**src/assert_macros.svh**
```systemverilog
// Assertion macros shared by the incremental PID RTL.
`ifndef ASSERT_MACROS_SVH
`define ASSERT_MACROS_SVH

// Property checked on every clock edge outside reset.
`define ASSERT_ALWAYS(label, clk, rst, prop, msg) \
   label: assert property (@(posedge clk) disable iff (rst) (prop)) else $error(msg);

// Property checked in the cycle after the antecedent.
`define ASSERT_NEXT(label, clk, rst, ante, cons, msg) \
   label: assert property (@(posedge clk) disable iff (rst) (ante) |=> (cons)) else $error(msg);

`endif

```
**src/ipid_pkg.sv**
```systemverilog
// Types, widths and constants for the incremental PID core.
`timescale 1ns / 1ps

package ipid_pkg;

   localparam int unsigned CfgW   = 31;  // Q15.16 registers and drive
   localparam int unsigned DataW  = 16;  // measured / target
   localparam int unsigned ErrW   = 17;  // target - measured
   localparam int unsigned Diff1W = 18;  // e - e1
   localparam int unsigned Diff2W = 19;  // e - 2e1 + e2
   localparam int unsigned ProdW  = 50;  // gain times difference
   localparam int unsigned SumW   = 53;  // sum of three products
   localparam int unsigned IncW   = 32;  // clamped increment
   localparam int unsigned AccW   = 33;  // accumulator plus increment
   localparam int unsigned IdxW   = 3;

   localparam int unsigned InitOutputWhole = 150;
   localparam logic [CfgW-1:0] InitOutputQ16  = CfgW'(InitOutputWhole << 16);
   localparam logic [CfgW-1:0] StepLimitReset = CfgW'(6553600);
   localparam logic [CfgW-1:0] OutLimitReset  = CfgW'(6553600);

   typedef enum logic [IdxW-1:0] {
      REG_GAIN_P       = 3'd0,
      REG_GAIN_I       = 3'd1,
      REG_GAIN_D       = 3'd2,
      REG_STEP_LIMIT   = 3'd3,
      REG_OUTPUT_LIMIT = 3'd4
   } reg_index_type;

   typedef struct packed {
      logic [CfgW-1:0] gain_p;
      logic [CfgW-1:0] gain_i;
      logic [CfgW-1:0] gain_d;
      logic [CfgW-1:0] step_limit;
      logic [CfgW-1:0] output_limit;
   } cfg_type;

endpackage

```
**src/ipid_calc.sv**
```systemverilog
// Combinational PID increment, step clamp and output clamp for one item.
`timescale 1ns / 1ps

module ipid_calc import ipid_pkg::*; (
   input  cfg_type                  cfg,
   input  logic signed [DataW-1:0]  measured,
   input  logic signed [DataW-1:0]  target,
   input  logic                     open_loop,
   input  logic signed [ErrW-1:0]   err_prev,
   input  logic signed [ErrW-1:0]   err_prev2,
   input  logic        [CfgW-1:0]   acc,
   output logic signed [ErrW-1:0]   err,
   output logic        [CfgW-1:0]   drive
);

   logic signed [Diff1W-1:0] d1;
   logic signed [Diff2W-1:0] d2;
   logic signed [ProdW-1:0]  gp_x;
   logic signed [ProdW-1:0]  gi_x;
   logic signed [ProdW-1:0]  gd_x;
   logic signed [ProdW-1:0]  prod_p;
   logic signed [ProdW-1:0]  prod_i;
   logic signed [ProdW-1:0]  prod_d;
   logic signed [SumW-1:0]   sum;
   logic signed [SumW-1:0]   lim;
   logic signed [IncW-1:0]   inc;
   logic        [CfgW-1:0]   base;
   logic signed [AccW-1:0]   acc_sum;
   logic signed [AccW-1:0]   out_lim;

   assign err = ErrW'(target) - ErrW'(measured);
   assign d1  = Diff1W'(err) - Diff1W'(err_prev);
   assign d2  = Diff2W'(err) - (Diff2W'(err_prev) <<< 1) + Diff2W'(err_prev2);

   // gains are unsigned: zero-extend into the signed product width
   assign gp_x = $signed({{(ProdW-CfgW){1'b0}}, cfg.gain_p});
   assign gi_x = $signed({{(ProdW-CfgW){1'b0}}, cfg.gain_i});
   assign gd_x = $signed({{(ProdW-CfgW){1'b0}}, cfg.gain_d});

   assign prod_p = gp_x * ProdW'(d1);
   assign prod_i = gi_x * ProdW'(err);
   assign prod_d = gd_x * ProdW'(d2);

   assign sum = SumW'(prod_p) + SumW'(prod_i) + SumW'(prod_d);
   assign lim = $signed({{(SumW-CfgW){1'b0}}, cfg.step_limit});

   always_comb begin
      priority if (sum > lim) begin
         inc = IncW'(lim);
      end else if (sum < -lim) begin
         inc = IncW'(-lim);
      end else begin
         inc = IncW'(sum);
      end
   end

   assign base    = open_loop ? '0 : acc;
   assign acc_sum = AccW'(inc) + $signed({{(AccW-CfgW){1'b0}}, base});
   assign out_lim = $signed({{(AccW-CfgW){1'b0}}, cfg.output_limit});

   always_comb begin
      priority if (acc_sum > out_lim) begin
         drive = cfg.output_limit;
      end else if (acc_sum < 0) begin
         drive = '0;
      end else begin
         drive = acc_sum[CfgW-1:0];
      end
   end

endmodule

```
**config.mk**
```make
export PLATFORM = sky130hd
export DESIGN_NAME = ipid_calc
export DESIGN_NICKNAME = d
export VERILOG_FILES = /design/src/assert_macros.svh /design/src/ipid_pkg.sv /design/src/ipid_calc.sv
export SDC_FILE = /design/constraint.sdc
export NUM_CORES = 2
export LEC_CHECK = 0
export ABC_AREA = 1
export BUFFER_PORTS_ARGS = -buffer_cell sky130_fd_sc_hd__buf_2
export CORE_MARGIN = 3
export CORE_UTILIZATION = 50
export DETAILED_ROUTE_END_ITERATION = 10
export PLACE_DENSITY = 0.76
export REMOVE_ABC_BUFFERS = 1
export SYNTH_ARGS = -nofsm -noshare
export SYNTH_HDL_FRONTEND = slang
export SYNTH_SLANG_ARGS = --single-unit
```
**constraint.sdc**
```tcl
create_clock -name vclk -period 36.4
set_clock_uncertainty 0.05 [all_clocks]
set_input_delay 7.28 -clock vclk [all_inputs]
set_output_delay 7.28 -clock vclk [all_outputs]
set_load 0.02 [all_outputs]
```
==> metrics <==
Mapped Cells=8193; CP peak stage delay=0.55 ns; crit path capture=drive[8]; total number of vias=55900; gr ovfl total=0; WHS=14.93 ns; CP required=29.07 ns; max-cap violations=0; Slew Limit Headroom=0.199; Setup CP Type=in -> out; Max Slew Vio Count=0; Area Overhead vs Synth=11.1%; Routed WL=215000 um; Final period util=0.997; # nets final=11100; actual slew at the worst max-slew pin=1.19 ns; Worst Setup Start Kind=primary input; Via density=5.42; die area=132000 um2; global-route wire length before repair=332000 um; DRC viols=0; outcome=completed; Buf/Inv on CP=24; Initial Util=0.506; row cnt=130; io pins=301; global-route usage over all layers=0.327; RD Place Congestion=1.01; unrepaired setup endpoints after global routing=yes; drt pass-1 iters=5; Final HPWL DP=187000 um; WP depth=125; layout cell share with drive strength beyond 1=0.117; post-route setup slack=0.102 ns; final number of hold-violating endpoints=0; Hold-fix buffers, CTS=0; Setup Viol. Count Final=0; yosys warns=0; Die Ht=363 um; num sequential=0; PortBufs=301; Syn Std Cell Area=63800 um2; dpl ws=-0.500 ns; Critical Path AT=28.97 ns; vias in the first global route=59000; Worst Setup End Kind=primary output; Fmax=0.0276 GHz; sequential share of the synthesized area=0; Netlist cell types=55; register area=0 um2; average size of a mapped cell=7.79 um2; cell mode on critical path=nand2_1; antenna violations before repair=34; cell family with most CP delay=adder cells; WL/cell=20.9 um; commonest non-fill, non-tap cell in the layout=inv_1; crit path max fanout=10; Hold Crit Class=in -> out; largest net degree at the start of global routing=35; CP max stage cell=fa_1; fin crit period=36.30 ns; Final ANT Viol Nets=0; Die W=363 um; Critical path origin=target[0]; most frequent cells in the layout=inv_1, nand2_1, fa_1, nor2_1, ha_1; Core Region=126000 um2; clock buffer count in the final layout=0; DRT iter0 DRCs=4566
## worst min-delay path by stage
stage,start,end,slack (ns),depth (start not counted)
floorplan,cfg[5],drive[5],14.72,4
global placement,cfg[0],drive[0],14.94,6
detailed placement,cfg[28],drive[28],14.95,6
CTS,cfg[28],drive[28],14.95,6
global route,cfg[9],drive[9],14.97,6
finish,cfg[6],drive[6],14.93,6
## kinds of logic after synthesis
logic type	after synthesis	share of synthesized area
XOR/XNOR	142	0.0195
buffers and inverters	2516	0.149
AND/OR/NAND/NOR	2913	0.182
adder cells (fa/ha/maj)	2186	0.612
AO/OA/AOI/OAI	436	0.0383
## area by class of cell
type                       instances  area, um2
antenna                           34       85.1
fill                           11600      55300
inverter                        2248       8460
multi-input combinational       5677      55400
tap                             1650       2060
timing repair buffer             696       4860
## per-layer routing
| layer | share of wire | global-route usage | wire (um) |
|---|---|---|---|
| met4 | 0.068 | 0.177 | 14600 |
| met5 | 0.00086 | 0 | 186 |
| met3 | 0.096 | 0.0701 | 20800 |
| met2 | 0.47 | 0.551 | 102000 |
| met1 | 0.36 | 0.394 | 77600 |
## synthesized netlist by cell type, drive strengths merged
| cell type | instances | share of area |
|---|---|---|
| ha | 630 | 0.12 |
| a211oi | 6 | 0.00071 |
| nor4 | 8 | 0.00078 |
| o211ai | 32 | 0.0038 |
| o21bai | 14 | 0.0016 |
| a221oi | 2 | 0.00027 |
| xnor2 | 58 | 0.0080 |
| and2 | 2 | 0.00020 |
| or2 | 50 | 0.0049 |
| nand3 | 129 | 0.011 |
| nor2 | 762 | 0.046 |
| a21oi | 231 | 0.018 |
| fa | 1556 | 0.49 |
| nor3 | 36 | 0.0031 |
| nand4 | 52 | 0.0052 |
| xor2 | 84 | 0.012 |
| o221ai | 3 | 0.00041 |
| a21o | 4 | 0.00047 |
| o21ba | 1 | 0.00016 |
| a2111oi | 3 | 0.00041 |
| and3 | 1 | 0.000098 |
| clkinv | 7 | 0.00041 |
| buf | 43 | 0.0031 |
| o2111a | 1 | 0.00018 |
| o22ai | 1 | 0.000098 |
| o21ai | 108 | 0.0086 |
| o311ai | 2 | 0.00027 |
| o21a | 4 | 0.00047 |
| a31oi | 9 | 0.00088 |
| a22oi | 2 | 0.00024 |
| clkbuf | 225 | 0.013 |
| inv | 2241 | 0.13 |
| a31o | 2 | 0.00027 |
| nand3b | 7 | 0.00082 |
| o31ai | 5 | 0.00059 |
| a21boi | 3 | 0.00035 |
| nand2 | 1866 | 0.11 |
| o2111ai | 3 | 0.00041 |
## repair_timing
item                       4_1_cts  5_1_grt
gates resized for setup         29      289
pin swaps                       14      105
setup endpoints to repair       31       31
cloned                           0        7
buffers inserted                 3       19
## per-stage QoR
stage / util / area [um2] / instances / TNS, ns
2_1_floorplan: - / 62800 / 7925 / -28.69
3_3_place_gp: 0.549 / 69200 / 10200 / 0
3_5_place_dp: 0.549 / 69200 / 10200 / -14.62
4_1_cts: 0.550 / 69400 / 10200 / 0
5_1_grt: 0.561 / 70800 / 10300 / -30.48
6_report: 0.562 / 70900 / 10300 / 0
Power is left out: the tool's default activity adds up to more than one toggle a clock period on the data nets, which glitch-free logic cannot reach.
